$ cat config.mk
export PLATFORM = sky130hd
export DESIGN_NAME = game_text_to_utf8_decoder
export DESIGN_NICKNAME = d
export VERILOG_FILES = /design/src/gtu_pkg.sv /design/src/gtu_queue.sv /design/src/gtu_front.sv /design/src/gtu_back.sv /design/src/game_text_to_utf8_decoder.sv
export VERILOG_INCLUDE_DIRS = /design/src /design/src/src
export SDC_FILE = /design/constraint.sdc
export NUM_CORES = 2
export LEC_CHECK = 0
export BUFFER_PORTS_ARGS = -buffer_cell sky130_fd_sc_hd__buf_4
export CORE_ASPECT_RATIO = 0.8
export CORE_MARGIN = 3
export CORE_UTILIZATION = 33
export CTS_CLUSTER_DIAMETER = 40
export DETAILED_ROUTE_END_ITERATION = 7
export GPL_ROUTABILITY_DRIVEN = 0
export GPL_TIMING_DRIVEN = 0
export PLACE_DENSITY = 0.51
export REMOVE_ABC_BUFFERS = 1
export SLEW_MARGIN = 0
export SYNTH_ARGS = -nofsm -noshare
export SYNTH_HDL_FRONTEND = slang
export SYNTH_SLANG_ARGS = --single-unit
$ cat constraint.sdc
create_clock -name clk -period 11.1 [get_ports clk]
set_clock_uncertainty 0.1 [all_clocks]
set_input_delay 0.555 -clock clk [delete_from_list [all_inputs] [get_ports clk]]
set_output_delay 0.555 -clock clk [all_outputs]
set_load 0.02 [all_outputs]
$ cat src/game_text_to_utf8_decoder_assert.svh
// assertion macros shared by the decoder rtl
// no dependencies; define ASSERT_OFF to compile them out
`ifndef GAME_TEXT_TO_UTF8_DECODER_ASSERT_SVH
`define GAME_TEXT_TO_UTF8_DECODER_ASSERT_SVH

`ifndef ASSERT_OFF
`define GTU_NEVER(lbl, clk, rst_n, expr) \
	lbl: assert property (@(posedge clk) disable iff (!rst_n) !(expr)) \
		else $error("forbidden condition seen");
`define GTU_IMPLY(lbl, clk, rst_n, ante, cons) \
	lbl: assert property (@(posedge clk) disable iff (!rst_n) (ante) |-> (cons)) \
		else $error("implication violated");
`else
`define GTU_NEVER(lbl, clk, rst_n, expr)
`define GTU_IMPLY(lbl, clk, rst_n, ante, cons)
`endif

`endif

$ cat src/gtu_pkg.sv
// shared types, constants and lookup functions of the font-to-utf8 decoder
// used by gtu_front, gtu_back and the top level
package gtu_pkg;

	localparam int TOK_DEPTH  = 16;
	localparam int INFO_DEPTH = 4;
	localparam int HOLD_N     = 6;

	localparam logic [7:0] B_STOP    = 8'hFF;
	localparam logic [7:0] B_ICON    = 8'h50;
	localparam logic [7:0] B_NEWLINE = 8'hFE;
	localparam logic [7:0] B_PARA    = 8'hFA;
	localparam logic [7:0] B_FC      = 8'hFC;

	localparam logic [7:0] CH_LB    = 8'h7B;
	localparam logic [7:0] CH_RB    = 8'h7D;
	localparam logic [7:0] CH_COLON = 8'h3A;
	localparam logic [7:0] CH_BSL   = 8'h5C;
	localparam logic [7:0] CH_N     = 8'h6E;
	localparam logic [7:0] CH_SPACE = 8'h20;

	localparam logic [95:0] LOCK_STR = "{ICON:LOCK?}";
	localparam logic [95:0] PARA_STR = 96'("{PARABREAK}");
	localparam logic [95:0] FCQ_STR  = 96'("{FC?}");
	localparam logic [95:0] ICON_STR = 96'("{ICON:");

	localparam int N_CTL = 11;
	localparam logic [55:0] CTL_NAME [N_CTL] = '{
		"ICON0  ", "ICON1  ", "ICON2  ", "ICON3  ", "VIBRATE", "COLOR2 ",
		"XSPACE ", "YSPACE ", "SELPOS ", "NUM    ", "COLOR  "};
	localparam logic [2:0] CTL_LEN [N_CTL] = '{
		3'd5, 3'd5, 3'd5, 3'd5, 3'd7, 3'd6, 3'd6, 3'd6, 3'd6, 3'd3, 3'd5};

	typedef enum logic [2:0] {
		TK_CHAR, TK_NL, TK_PARA, TK_FCQ, TK_ICON, TK_CTL, TK_MARK
	} tok_kind_t;

	typedef struct packed {
		tok_kind_t   kind;
		logic [3:0]  op;
		logic [2:0]  cnt;
		logic [31:0] data;
	} tok_t;

	typedef struct packed {
		logic       done;
		logic [4:0] ntok;
	} info_t;

	typedef struct packed {
		logic       hit;
		logic [3:0] idx;
		logic [2:0] cnt;
	} ctl_hit_t;

	function automatic ctl_hit_t ctl_lookup(input logic [7:0] b);
		ctl_hit_t r;
		r = '{hit: 1'b1, idx: 4'd0, cnt: 3'd1};
		case (b)
			8'hF0: r.idx = 4'd0;
			8'hF1: r.idx = 4'd1;
			8'hF2: r.idx = 4'd2;
			8'hF3: r.idx = 4'd3;
			8'hF5: begin r.idx = 4'd4; r.cnt = 3'd3; end
			8'hF6: begin r.idx = 4'd5; r.cnt = 3'd4; end
			8'hF7: r.idx = 4'd6;
			8'hF8: r.idx = 4'd7;
			8'hF9: begin r.idx = 4'd8; r.cnt = 3'd3; end
			8'hFB: begin r.idx = 4'd9; r.cnt = 3'd2; end
			8'hFD: begin r.idx = 4'd10; r.cnt = 3'd3; end
			default: r.hit = 1'b0;
		endcase
		return r;
	endfunction

	function automatic logic [7:0] hex_digit(input logic [3:0] n);
		return (n < 4'd10) ? (8'h30 + {4'd0, n}) : (8'h37 + {4'd0, n});
	endfunction

	// byte i of an n-character string literal held right-aligned
	function automatic logic [7:0] str_at(input logic [95:0] s, input int n,
			input logic [4:0] i);
		logic [95:0] sh;
		sh = s >> (8 * (n - 1 - int'(i)));
		return sh[7:0];
	endfunction

	// one-byte codes: {hit, ascii}
	function automatic logic [8:0] single_map(input logic [7:0] c);
		logic [8:0] r;
		r = 9'd0;
		case (c) inside
			8'h00, 8'h90:   r = {1'b1, CH_SPACE};
			[8'h01:8'h1A]:  r = {1'b1, c + 8'h40};
			[8'h1B:8'h34]:  r = {1'b1, c + 8'h46};
			[8'h35:8'h3E]:  r = {1'b1, c - 8'h05};
			[8'h3F:8'h48]:  r = {1'b1, c - 8'h0F};
			8'h8B:          r = {1'b1, 8'h27};
			8'h8E:          r = {1'b1, 8'h2D};
			8'h8F:          r = {1'b1, 8'h3F};
			8'h94:          r = {1'b1, 8'h3A};
			8'h95:          r = {1'b1, 8'h2C};
			8'h96:          r = {1'b1, 8'h2E};
			8'h97:          r = {1'b1, 8'h21};
			default:        r = 9'd0;
		endcase
		return r;
	endfunction

	// two-byte codes: {hit, first, second}
	function automatic logic [16:0] pair_map(input logic [7:0] c);
		logic [16:0] r;
		case (c)
			8'h52: r = {1'b1, 16'hC3A0};
			8'h54: r = {1'b1, 16'hC3A9};
			8'h55: r = {1'b1, 16'hC3AA};
			8'h56: r = {1'b1, 16'hC3AE};
			8'h5B: r = {1'b1, 16'hC39F};
			8'h60: r = {1'b1, 16'hC3A4};
			8'h63: r = {1'b1, 16'hC3BC};
			8'h64: r = {1'b1, 16'hC2A1};
			8'h65: r = {1'b1, 16'hC2BF};
			8'h66: r = {1'b1, 16'hC381};
			8'h67: r = {1'b1, 16'hC389};
			8'h68: r = {1'b1, 16'hC38D};
			8'h69: r = {1'b1, 16'hC391};
			8'h6A: r = {1'b1, 16'hC393};
			8'h6B: r = {1'b1, 16'hC39A};
			8'h6C: r = {1'b1, 16'hC3A1};
			8'h6D: r = {1'b1, 16'hC3A9};
			8'h6E: r = {1'b1, 16'hC3AD};
			8'h6F: r = {1'b1, 16'hC3B1};
			8'h70: r = {1'b1, 16'hC3B3};
			8'h71: r = {1'b1, 16'hC3BA};
			8'h81: r = {1'b1, 16'h6368};
			8'h83: r = {1'b1, 16'h7272};
			8'h9D: r = {1'b1, 16'hC3A2};
			8'hA4: r = {1'b1, 16'hC3B6};
			default: r = 17'd0;
		endcase
		return r;
	endfunction

	function automatic logic [4:0] char_len(input logic [7:0] c);
		logic [8:0]  s;
		logic [16:0] p;
		s = single_map(c);
		p = pair_map(c);
		if (s[8]) return 5'd1;
		if (p[16]) return 5'd2;
		if (c == B_ICON) return 5'd12;
		return 5'd4;
	endfunction

	function automatic logic [7:0] char_byte(input logic [7:0] c, input logic [4:0] i);
		logic [8:0]  s;
		logic [16:0] p;
		s = single_map(c);
		p = pair_map(c);
		if (s[8]) return s[7:0];
		if (p[16]) return (i == 5'd0) ? p[15:8] : p[7:0];
		if (c == B_ICON) return str_at(LOCK_STR, 12, i);
		case (i)
			5'd0:    return CH_LB;
			5'd1:    return hex_digit(c[7:4]);
			5'd2:    return hex_digit(c[3:0]);
			default: return CH_RB;
		endcase
	endfunction

	function automatic logic [4:0] tok_len(input tok_t t);
		case (t.kind)
			TK_CHAR: return char_len(t.data[7:0]);
			TK_NL:   return 5'd2;
			TK_PARA: return 5'd11;
			TK_FCQ:  return 5'd5;
			TK_ICON: return 5'd9;
			TK_CTL:  return 5'd2 + {2'd0, CTL_LEN[t.op]} + {2'd0, t.cnt} * 5'd3;
			default: return 5'd1;
		endcase
	endfunction

	function automatic logic [7:0] tok_byte(input tok_t t, input logic [4:0] pos);
		logic [4:0]  nl;
		logic [4:0]  j;
		logic [1:0]  g;
		logic [4:0]  r;
		logic [31:0] d;
		logic [55:0] nm;
		nl = {2'd0, CTL_LEN[t.op]};
		j  = pos - 5'd1 - nl;
		g  = (j >= 5'd9) ? 2'd3 : (j >= 5'd6) ? 2'd2 : (j >= 5'd3) ? 2'd1 : 2'd0;
		r  = j - {3'd0, g} * 5'd3;
		d  = t.data >> {g, 3'b000};
		nm = CTL_NAME[t.op] >> (8 * (7 - int'(pos)));
		case (t.kind)
			TK_CHAR: return char_byte(t.data[7:0], pos);
			TK_NL:   return (pos == 5'd0) ? CH_BSL : CH_N;
			TK_PARA: return str_at(PARA_STR, 11, pos);
			TK_FCQ:  return str_at(FCQ_STR, 5, pos);
			TK_ICON: begin
				if (pos < 5'd6) return str_at(ICON_STR, 6, pos);
				if (pos == 5'd6) return hex_digit(t.data[7:4]);
				if (pos == 5'd7) return hex_digit(t.data[3:0]);
				return CH_RB;
			end
			TK_CTL: begin
				if (pos == 5'd0) return CH_LB;
				if (pos <= nl) return nm[7:0];
				if (j < {2'd0, t.cnt} * 5'd3) begin
					if (r == 5'd0) return CH_COLON;
					if (r == 5'd1) return hex_digit(d[7:4]);
					return hex_digit(d[3:0]);
				end
				return CH_RB;
			end
			default: return 8'h00;
		endcase
	endfunction

endpackage

$ cat src/gtu_queue.sv
// small first-in first-out queue between the decoder front and back
// depends on game_text_to_utf8_decoder_assert.svh
`include "game_text_to_utf8_decoder_assert.svh"

module gtu_queue #(
	parameter int WIDTH = 42,
	parameter int DEPTH = 16
) (
	input  logic             clk,
	input  logic             arst_n,
	input  logic             push,
	input  logic [WIDTH-1:0] wdata,
	output logic             full,
	input  logic             pop,
	output logic [WIDTH-1:0] rdata,
	output logic             empty
);
	localparam int AW = $clog2(DEPTH);

	logic [WIDTH-1:0] mem_q [DEPTH];
	logic [AW-1:0]    wp_q;
	logic [AW-1:0]    rp_q;
	logic [AW:0]      cnt_q;

	assign full  = cnt_q == (AW+1)'(DEPTH);
	assign empty = cnt_q == '0;
	assign rdata = mem_q[rp_q];

	always_ff @(posedge clk) begin
		if (push) begin
			mem_q[wp_q] <= wdata;
		end
	end

	always_ff @(posedge clk or negedge arst_n) begin
		if (!arst_n) begin
			wp_q  <= '0;
			rp_q  <= '0;
			cnt_q <= '0;
		end else begin
			if (push) wp_q <= wp_q + AW'(1);
			if (pop) rp_q <= rp_q + AW'(1);
			cnt_q <= cnt_q + (AW+1)'(push) - (AW+1)'(pop);
		end
	end

	`GTU_NEVER(a_push_full, clk, arst_n, push && full)
	`GTU_NEVER(a_pop_empty, clk, arst_n, pop && empty)

endmodule

$ cat src/gtu_front.sv
// decoder front: takes source bytes, tracks icon headers, control codes
// and the unit count, and queues tokens; depends on gtu_pkg
module gtu_front #(
	parameter int MAX_UNITS = 4096
) (
	input  logic           clk,
	input  logic           arst_n,
	input  logic           in_valid,
	output logic           in_ready,
	input  logic [7:0]     in_byte,
	input  logic           in_last,
	input  logic           tok_full,
	output logic           tok_push,
	output gtu_pkg::tok_t  tok,
	input  logic           info_full,
	output logic           info_push,
	output gtu_pkg::info_t info
);
	import gtu_pkg::*;

	localparam int CW = $clog2(MAX_UNITS + 1);
	localparam logic [CW-1:0] UMAX = CW'(MAX_UNITS);

	logic          stop_q, stop_n;
	logic [7:0]    hb_q [HOLD_N];
	logic [7:0]    hb_n [HOLD_N];
	logic [2:0]    hc_q, hc_n;
	logic [2:0]    pp_q, pp_n;
	logic          pend_q, pend_n;
	logic [3:0]    pidx_q, pidx_n;
	logic [CW-1:0] ucnt_q, ucnt_n;
	logic [7:0]    rq_q [HOLD_N];
	logic [7:0]    rq_n [HOLD_N];
	logic [2:0]    rqc_q, rqc_n;
	logic          busy_q, busy_n;
	logic          last_q, last_n;
	logic [4:0]    ntok_q, ntok_n;
	logic          step_ok;
	logic          acc;

	assign step_ok  = !tok_full && !info_full;
	assign in_ready = !busy_q && step_ok;
	assign acc      = in_valid && in_ready;

	always_comb begin
		logic [7:0]    b;
		logic          lst;
		logic          have;
		logic          rel;
		logic          ext;
		logic          udone;
		logic          do_stop;
		logic          more;
		logic          done;
		logic [4:0]    tot;
		logic [CW-1:0] u1;
		logic [7:0]    want;
		logic [2:0]    pqc;
		ctl_hit_t      ch;
		int            k;
		int            hcv;
		b       = acc ? in_byte : rq_q[0];
		lst     = acc ? in_last : last_q;
		have    = acc || (rqc_q != 3'd0);
		rel     = 1'b0;
		ext     = 1'b0;
		udone   = 1'b0;
		do_stop = 1'b0;
		more    = 1'b0;
		done    = 1'b0;
		tot     = 5'd0;
		u1      = ucnt_q;
		want    = (hc_q == 3'd3) ? 8'h01 : 8'h00;
		pqc     = rqc_q;
		ch      = ctl_lookup(b);
		hcv     = int'(hc_q);
		k       = 0;

		stop_n = stop_q;
		hb_n   = hb_q;
		hc_n   = hc_q;
		pp_n   = pp_q;
		pend_n = pend_q;
		pidx_n = pidx_q;
		ucnt_n = ucnt_q;
		rq_n   = rq_q;
		rqc_n  = rqc_q;
		busy_n = busy_q;
		last_n = last_q;
		ntok_n = ntok_q;
		tok_push  = 1'b0;
		tok       = '{kind: TK_CHAR, op: 4'd0, cnt: 3'd0, data: 32'd0};
		info_push = 1'b0;
		info      = '{done: 1'b0, ntok: 5'd0};

		if (acc && stop_q) begin
			// stopped: drop bytes, the buffer end rearms
			if (in_last) begin
				stop_n = 1'b0;
				hc_n   = 3'd0;
				pp_n   = 3'd0;
				pend_n = 1'b0;
				ucnt_n = '0;
				rqc_n  = 3'd0;
			end
		end else if (acc || (busy_q && step_ok)) begin
			// replayed bytes come off the front of the replay queue
			if (!acc && have) begin
				for (int i = 0; i < HOLD_N - 1; i++) rq_n[i] = rq_q[i+1];
				pqc = rqc_q - 3'd1;
			end
			rqc_n = pqc;

			if (have) begin
				if (pend_q) begin
					hb_n[hc_q] = b;
					if (pp_q <= 3'd1) begin
						tok_push  = 1'b1;
						tok.kind  = TK_CTL;
						tok.op    = pidx_q;
						tok.cnt   = hc_q + 3'd1;
						tok.data  = {hb_n[3], hb_n[2], hb_n[1], hb_n[0]};
						pend_n    = 1'b0;
						hc_n      = 3'd0;
						pp_n      = 3'd0;
						udone     = 1'b1;
					end else begin
						hc_n = hc_q + 3'd1;
						pp_n = pp_q - 3'd1;
					end
				end else if (hc_q != 3'd0) begin
					if (hc_q == 3'd2 || b == want) begin
						hb_n[hc_q] = b;
						if (hc_q == 3'd5) begin
							tok_push  = 1'b1;
							tok.kind  = TK_ICON;
							tok.data  = {24'd0, hb_q[2]};
							hc_n      = 3'd0;
							udone     = 1'b1;
						end else begin
							hc_n = hc_q + 3'd1;
						end
					end else begin
						rel = 1'b1;
						ext = 1'b1;
					end
				end else begin
					case (b)
						B_STOP: do_stop = 1'b1;
						B_ICON: begin
							hb_n[0] = b;
							hc_n    = 3'd1;
						end
						B_NEWLINE: begin
							tok_push = 1'b1;
							tok.kind = TK_NL;
							udone    = 1'b1;
						end
						B_PARA: begin
							tok_push = 1'b1;
							tok.kind = TK_PARA;
							udone    = 1'b1;
						end
						default: begin
							if (ch.hit) begin
								pend_n = 1'b1;
								pidx_n = ch.idx;
								pp_n   = ch.cnt;
								hc_n   = 3'd0;
							end else if (b == B_FC) begin
								tok_push = 1'b1;
								tok.kind = TK_FCQ;
								do_stop  = 1'b1;
							end else begin
								tok_push = 1'b1;
								tok.kind = TK_CHAR;
								tok.data = {24'd0, b};
								udone    = 1'b1;
							end
						end
					endcase
				end
			end else if (lst && !stop_q && !pend_q && hc_q != 3'd0) begin
				rel = 1'b1;
			end

			if (rel) begin
				// header abandoned: lock text, then held bytes go back in front
				k = hcv - 1 + int'(ext);
				for (int i = 0; i < HOLD_N; i++) begin
					if (i < hcv - 1) begin
						rq_n[i] = hb_q[3'(i + 1)];
					end else if (ext && i == hcv - 1) begin
						rq_n[i] = b;
					end else if (i - k >= 0 && i - k < HOLD_N - 1) begin
						rq_n[i] = (!acc && have) ? rq_q[3'(i - k + 1)] : rq_q[3'(i - k)];
					end
				end
				rqc_n    = pqc + 3'(k);
				hc_n     = 3'd0;
				tok_push = 1'b1;
				tok.kind = TK_CHAR;
				tok.data = {24'd0, B_ICON};
				udone    = 1'b1;
			end

			if (udone) begin
				u1     = (ucnt_q < UMAX) ? ucnt_q + CW'(1) : ucnt_q;
				ucnt_n = u1;
				if (u1 >= UMAX) do_stop = 1'b1;
			end

			if (do_stop) begin
				stop_n = 1'b1;
				hc_n   = 3'd0;
				pp_n   = 3'd0;
				pend_n = 1'b0;
				rqc_n  = 3'd0;
			end

			more = !stop_n && (rqc_n != 3'd0 || (lst && !pend_n && hc_n != 3'd0));
			if (more) begin
				busy_n = 1'b1;
				last_n = lst;
				ntok_n = ntok_q + 5'(tok_push);
			end else begin
				done = lst || stop_n;
				tot  = ntok_q + 5'(tok_push);
				if (done && tot == 5'd0) begin
					tok_push = 1'b1;
					tok.kind = TK_MARK;
					tot      = 5'd1;
				end
				info_push = tot != 5'd0;
				info      = '{done: done, ntok: tot};
				ntok_n    = 5'd0;
				busy_n    = 1'b0;
				if (lst) begin
					stop_n = 1'b0;
					hc_n   = 3'd0;
					pp_n   = 3'd0;
					pend_n = 1'b0;
					ucnt_n = '0;
					rqc_n  = 3'd0;
				end
			end
		end
	end

	always_ff @(posedge clk) begin
		hb_q <= hb_n;
		rq_q <= rq_n;
	end

	always_ff @(posedge clk or negedge arst_n) begin
		if (!arst_n) begin
			stop_q <= 1'b0;
			hc_q   <= 3'd0;
			pp_q   <= 3'd0;
			pend_q <= 1'b0;
			pidx_q <= 4'd0;
			ucnt_q <= '0;
			rqc_q  <= 3'd0;
			busy_q <= 1'b0;
			last_q <= 1'b0;
			ntok_q <= 5'd0;
		end else begin
			stop_q <= stop_n;
			hc_q   <= hc_n;
			pp_q   <= pp_n;
			pend_q <= pend_n;
			pidx_q <= pidx_n;
			ucnt_q <= ucnt_n;
			rqc_q  <= rqc_n;
			busy_q <= busy_n;
			last_q <= last_n;
			ntok_q <= ntok_n;
		end
	end

endmodule

$ cat src/gtu_back.sv
// decoder back: expands queued tokens into utf-8 bytes, one word a cycle
// unless stalled; needs gtu_pkg and game_text_to_utf8_decoder_assert.svh
`include "game_text_to_utf8_decoder_assert.svh"

module gtu_back (
	input  logic           clk,
	input  logic           arst_n,
	input  logic           tok_empty,
	input  gtu_pkg::tok_t  tok,
	output logic           tok_pop,
	input  logic           info_empty,
	input  gtu_pkg::info_t info,
	output logic           info_pop,
	output logic           out_valid,
	input  logic           out_ready,
	output logic [7:0]     out_data,
	output logic           out_last,
	output logic [1:0]     out_user
);
	import gtu_pkg::*;

	logic [4:0] pos_q;
	logic [4:0] cnt_q;
	logic       ov_q;
	logic [7:0] od_q;
	logic       ol_q;
	logic [1:0] ou_q;
	logic [4:0] tlen;
	logic [7:0] tbyte;
	logic       go;
	logic       last_byte;
	logic       item_end;

	assign tlen      = tok_len(tok);
	assign tbyte     = tok_byte(tok, pos_q);
	assign go        = !tok_empty && !info_empty && (!ov_q || out_ready);
	assign last_byte = pos_q == tlen - 5'd1;
	assign item_end  = last_byte && (cnt_q == info.ntok - 5'd1);
	assign tok_pop   = go && last_byte;
	assign info_pop  = go && item_end;

	assign out_valid = ov_q;
	assign out_data  = od_q;
	assign out_last  = ol_q;
	assign out_user  = ou_q;

	always_ff @(posedge clk) begin
		if (go) begin
			od_q <= (tok.kind == TK_MARK) ? 8'h00 : tbyte;
			ol_q <= item_end;
			ou_q <= {info.done, tok.kind != TK_MARK};
		end
	end

	always_ff @(posedge clk or negedge arst_n) begin
		if (!arst_n) begin
			ov_q  <= 1'b0;
			pos_q <= 5'd0;
			cnt_q <= 5'd0;
		end else begin
			if (go) ov_q <= 1'b1;
			else if (out_ready) ov_q <= 1'b0;
			if (go) begin
				pos_q <= last_byte ? 5'd0 : pos_q + 5'd1;
				if (item_end) cnt_q <= 5'd0;
				else if (last_byte) cnt_q <= cnt_q + 5'd1;
			end
		end
	end

	`GTU_IMPLY(a_pos_range, clk, arst_n, !tok_empty, pos_q < tlen)
	`GTU_IMPLY(a_cnt_range, clk, arst_n, !info_empty, cnt_q < info.ntok)

endmodule

$ cat src/game_text_to_utf8_decoder.sv
// top level of the game font text to utf-8 decoder
// depends on gtu_pkg, gtu_front, gtu_queue and gtu_back

// One source byte is taken per word on the input stream, tlast marking the last byte
// of the buffer. The front decodes each input word as it is taken; after an icon header
// mismatch it also replays each held byte, holding off input meanwhile, and a header
// that a buffer end interrupts is released the same way. Results leave the back at
// one byte a cycle while the output is not stalled; a long expansion (control code,
// icon, lock text) of up to 20 bytes holds the back while the 16-entry token queue
// keeps taking input. An input item's bytes are sent only after its decoding has
// finished, since string_done on each byte depends on it. tuser carries byte_valid
// in bit 0 and string_done in bit 1; a word with byte_valid low is the bare end
// marker of a string that stopped without text. No clearing pass after reset.
module game_text_to_utf8_decoder #(
	parameter int MAX_UNITS = 4096
) (
	input  logic       clk,
	input  logic       arst_n,
	input  logic       s_axis_tvalid,
	output logic       s_axis_tready,
	input  logic [7:0] s_axis_tdata,   // [7:0] src_byte
	input  logic       s_axis_tlast,   // buffer_end
	output logic       m_axis_tvalid,
	input  logic       m_axis_tready,
	output logic [7:0] m_axis_tdata,   // [7:0] text_byte
	output logic       m_axis_tlast,   // run_last
	output logic [1:0] m_axis_tuser    // [0] byte_valid, [1] string_done
);
	import gtu_pkg::*;

	logic  tok_push, tok_full, tok_pop, tok_empty;
	tok_t  tok_w, tok_r;
	logic  info_push, info_full, info_pop, info_empty;
	info_t info_w, info_r;

	gtu_front #(.MAX_UNITS(MAX_UNITS)) u_front (
		.clk       (clk),
		.arst_n    (arst_n),
		.in_valid  (s_axis_tvalid),
		.in_ready  (s_axis_tready),
		.in_byte   (s_axis_tdata),
		.in_last   (s_axis_tlast),
		.tok_full  (tok_full),
		.tok_push  (tok_push),
		.tok       (tok_w),
		.info_full (info_full),
		.info_push (info_push),
		.info      (info_w)
	);

	gtu_queue #(.WIDTH($bits(tok_t)), .DEPTH(TOK_DEPTH)) u_tok_q (
		.clk    (clk),
		.arst_n (arst_n),
		.push   (tok_push),
		.wdata  (tok_w),
		.full   (tok_full),
		.pop    (tok_pop),
		.rdata  (tok_r),
		.empty  (tok_empty)
	);

	gtu_queue #(.WIDTH($bits(info_t)), .DEPTH(INFO_DEPTH)) u_info_q (
		.clk    (clk),
		.arst_n (arst_n),
		.push   (info_push),
		.wdata  (info_w),
		.full   (info_full),
		.pop    (info_pop),
		.rdata  (info_r),
		.empty  (info_empty)
	);

	gtu_back u_back (
		.clk        (clk),
		.arst_n     (arst_n),
		.tok_empty  (tok_empty),
		.tok        (tok_r),
		.tok_pop    (tok_pop),
		.info_empty (info_empty),
		.info       (info_r),
		.info_pop   (info_pop),
		.out_valid  (m_axis_tvalid),
		.out_ready  (m_axis_tready),
		.out_data   (m_axis_tdata),
		.out_last   (m_axis_tlast),
		.out_user   (m_axis_tuser)
	);

endmodule

==> flow_summary.toml <==
[drt]
routed-via-count = 31100
first_pass_iters = 5
vias_per_cell = 5.61
drt-met1-wl_mm = 63.2
count_of_routing_violations_after_the_opening_detailed_route_iteration = 3139
routed.top_layer = "met5"
met2RoutedLength_mm = 57.2
wl_met3_mm = 9.22
drc_errors = 0
wire_per_inst_um = 24.0
routed_wirelength_mm = 133
route.antenna.remaining_nets = 0

[sta]
tightestPinTransition_ns = 1.42
timing.final.crit_period_ns = 10.26
rsz_0062_raised_after_global_routing = "no"
final_min_period_over_clock_period_pct = 92.5
slew_headroom_pct = 4.94
timing.hold.ws_ns = 0.337
finalHoldViolations = 0
final-max-slew-violation-count = 0
finalSetupViolations = 0
max_freq_ghz = 0.0974

[place]
postPlaceCellArea_mm2 = 0.0489
post-dp-hpwl_mm = 88.8
numPlacedInstances = 5342
port-buffer-count = 25

[worst_setup_path]
timing.setup.critical_path_class = "reg2reg"
worst_setup_path_start_kind = "register"
end_kind = "register"
worst_ep_arrival_time_ns = 10.72
critical_path.top_delay_family = "simple AND/OR/NAND/NOR gates"
cp_common_cell = "sky130_fd_sc_hd__inv_1"
critPathSlowestCell = "sky130_fd_sc_hd__dfrtp_4"
number_of_buffer_and_inverter_stages_on_the_critical_path = 8
critPathMaxStageDelay_ns = 0.93
path_max_fanout = 39
required_ns = 11.56

[die]
initial_core_utilization_pct = 33.4
die_area_mm2 = 0.143
design.core.area_mm2 = 0.137
chipHeight_um = 338
io_pins = 26
dieWidth_um = 422
rows = 121

[cells_and_area]
layout.nets = 3734
layoutNonFillerInstCount = 5542
most-common-layout-cells = "sky130_fd_sc_hd__edfxtp_1, sky130_fd_sc_hd__nand2_1, sky130_fd_sc_hd__nor2_1"
ratio_of_cells_with_drive_above_1_in_the_final_layout_pct = 17.7
layout_overhead_on_the_synthesized_area_pct = 15.2
leading_cell_type_in_the_layout_fill_and_taps_excluded = "sky130_fd_sc_hd__edfxtp_1"
final_instance_area_mm2 = 0.0525
layout.core_utilization_pct = 38.4

[clock_tree]
number_of_buffers_added_by_the_clock_tree_synthesis_step = 105
tritoncts = "done"
clk_slew_on_worst_s_h_paths_ns = 0.06
ctsHtreeMaxLevel = 3
cts.root.buffer_cell = "sky130_fd_sc_hd__clkbuf_16"
cts_setup_buffers = 0
clkSinkCount = 853
clk_latency_ns = 0.70
longest_clk_path_bufs = 3

[synth]
synth.top_cells.by_area = "sky130_fd_sc_hd__edfxtp_1, sky130_fd_sc_hd__mux4_2, sky130_fd_sc_hd__dfrtp_1"
synth.top_cell.area_share_pct = 51.9
postSynthCellCount = 3619
seq_area_frac_synth_pct = 55.5
post_synth.cell_area_avg_um2 = 12.6
flop_and_latch_count_out_of_synthesis = 853
synth-main-ff-cell = "sky130_fd_sc_hd__edfxtp_1"
synthDominantAreaCellType = "sky130_fd_sc_hd__edfxtp_1"
synth_cell_type_count = 96
synth.cell_area_mm2 = 0.0456
synth_enable_flop_cells = 787
yosys_warnings = 0
ys_async_sr_fraction_pct = 7.74

[run_status]
run_status = "finished clean"

[global_routing]
grt_overflow_total = 0
via_count_of_the_first_global_routing_pass = 30300
grt_max_degree = 67
grt_antenna_before_repair = 3
grt_pass1_wl_mm = 199
grt_util_all_layers_pct = 18.2

[min_path]
timing.hold.worst.class = "in2reg"

[job]
drv_cap = 0
## kinds of logic (layout without fill, tap and decap cells)
| logic type | count (synthesis) | after routing | synth area share [%] |
|---|---|---|---|
| AO/OA/AOI/OAI | 841 | 841 | 12.0 |
| XOR/XNOR | 79 | 79 | 1.57 |
| adder cells (fa/ha/maj) | 115 | 115 | 3.27 |
| buffers and inverters | 344 | 421 | 3.07 |
| flip-flops | 853 | 853 | 55.5 |
| multiplexers | 365 | 365 | 14.2 |
| other | 0 | 1 | 0 |
| AND/OR/NAND/NOR | 1022 | 1022 | 10.4 |
## cells in the mapped netlist (17+ instances only)
cell and count:
sky130_fd_sc_hd__a211oi_1 66, sky130_fd_sc_hd__a21oi_1 201, sky130_fd_sc_hd__a221oi_1 22, sky130_fd_sc_hd__a31oi_1 53
sky130_fd_sc_hd__a32oi_1 22, sky130_fd_sc_hd__and2_1 23, sky130_fd_sc_hd__and3_1 18, sky130_fd_sc_hd__buf_1 34
sky130_fd_sc_hd__buf_2 26, sky130_fd_sc_hd__clkbuf_1 163, sky130_fd_sc_hd__dfrtp_1 66, sky130_fd_sc_hd__edfxtp_1 787
sky130_fd_sc_hd__ha_1 108, sky130_fd_sc_hd__inv_1 100, sky130_fd_sc_hd__mux2_2 46, sky130_fd_sc_hd__mux2i_1 96
sky130_fd_sc_hd__mux4_2 219, sky130_fd_sc_hd__nand2_1 337, sky130_fd_sc_hd__nand2b_1 27, sky130_fd_sc_hd__nand3_1 98
sky130_fd_sc_hd__nand4_1 20, sky130_fd_sc_hd__nor2_1 276, sky130_fd_sc_hd__nor2b_1 61, sky130_fd_sc_hd__nor3_1 84
sky130_fd_sc_hd__o211ai_1 43, sky130_fd_sc_hd__o21ai_0 176, sky130_fd_sc_hd__o21ai_1 17, sky130_fd_sc_hd__o22ai_1 51
sky130_fd_sc_hd__o31ai_1 18, sky130_fd_sc_hd__or2_2 22, sky130_fd_sc_hd__xnor2_1 48, sky130_fd_sc_hd__xor2_1 29
## layout make-up
| cell class | count | area (um2) |
|---|---|---|
| inverter | 107 | 402 |
| fill | 13100 | 84100 |
| multi-input combinational | 2422 | 19200 |
| clock buffer | 125 | 2770 |
| clock inverter | 72 | 764 |
| antenna | 1 | 2.50 |
| timing repair buffer | 117 | 1720 |
| tap | 1845 | 2310 |
| sequential | 853 | 25300 |
## metal layers
metal,up-vias,GRT usage (%)
li1,14100,-
met1,15700,27.8
met2,1089,26.5
met3,203,3.31
met4,2,4.68
met5,-,0
## what timing repair did
action,in CTS,in global routing
hold endpoints to repair,67,0
hold buffers,2,0
setup endpoints to repair,0,1
gates resized for setup,0,1
## path summary, 6_finish.rpt
check | slack [ns] | end | depth (start not counted) | from
max in group asynchronous | 9.70 | u_tok_q.rp_q[3]$_DFFE_PN0P_ | 2 | arst_n
min in group asynchronous | 0.46 | u_tok_q.rp_q[2]$_DFFE_PN0P_ | 2 | arst_n
worst min-delay path | 0.34 | u_front.last_q$_DFFE_PN0P_ | 3 | s_axis_tlast
worst min register to register | 0.39 | u_front.ntok_q[0]$_DFFE_PN0P_ | 2 | u_front.ntok_q[0]$_DFFE_PN0P_
worst max-delay path | 0.84 | u_tok_q.cnt_q[4]$_DFF_PN0_ | 33 | u_tok_q.rp_q[0]$_DFFE_PN0P_
worst max register to register | 0.84 | u_tok_q.cnt_q[4]$_DFF_PN0_ | 33 | u_tok_q.rp_q[0]$_DFFE_PN0P_
## per-stage QoR
| stage | setup slack [ns] | setup TNS [ns] |
|---|---|---|
| 2_1_floorplan | -1.89 | -35.88 |
| 3_3_place_gp | -7.56 | -3921.37 |
| 3_5_place_dp | 0.328 | 0 |
| 4_1_cts | 0.288 | 0 |
| 5_1_grt | 0.151 | 0 |
| 6_report | 0.835 | 0 |
## worst min-delay path, cell delays in order
cell	delay, ns
sky130_fd_sc_hd__buf_4	0.10
sky130_fd_sc_hd__mux2i_1	0.21
sky130_fd_sc_hd__o21ai_0	0.22
## registers in the layout, summed over array words and instances, names as in the netlist, 8 cells and up
| register | count |
|---|---|
| u_back.out_data | 8 |
| u_info_q.mem_q | 24 |
| u_front.rq_q | 48 |
| u_front.hb_q | 32 |
| u_tok_q.mem_q | 672 |
| u_front.ucnt_q | 13 |
Power is left out: the tool's default activity adds up to more than one toggle a clock period on the data nets, which glitch-free logic cannot reach.
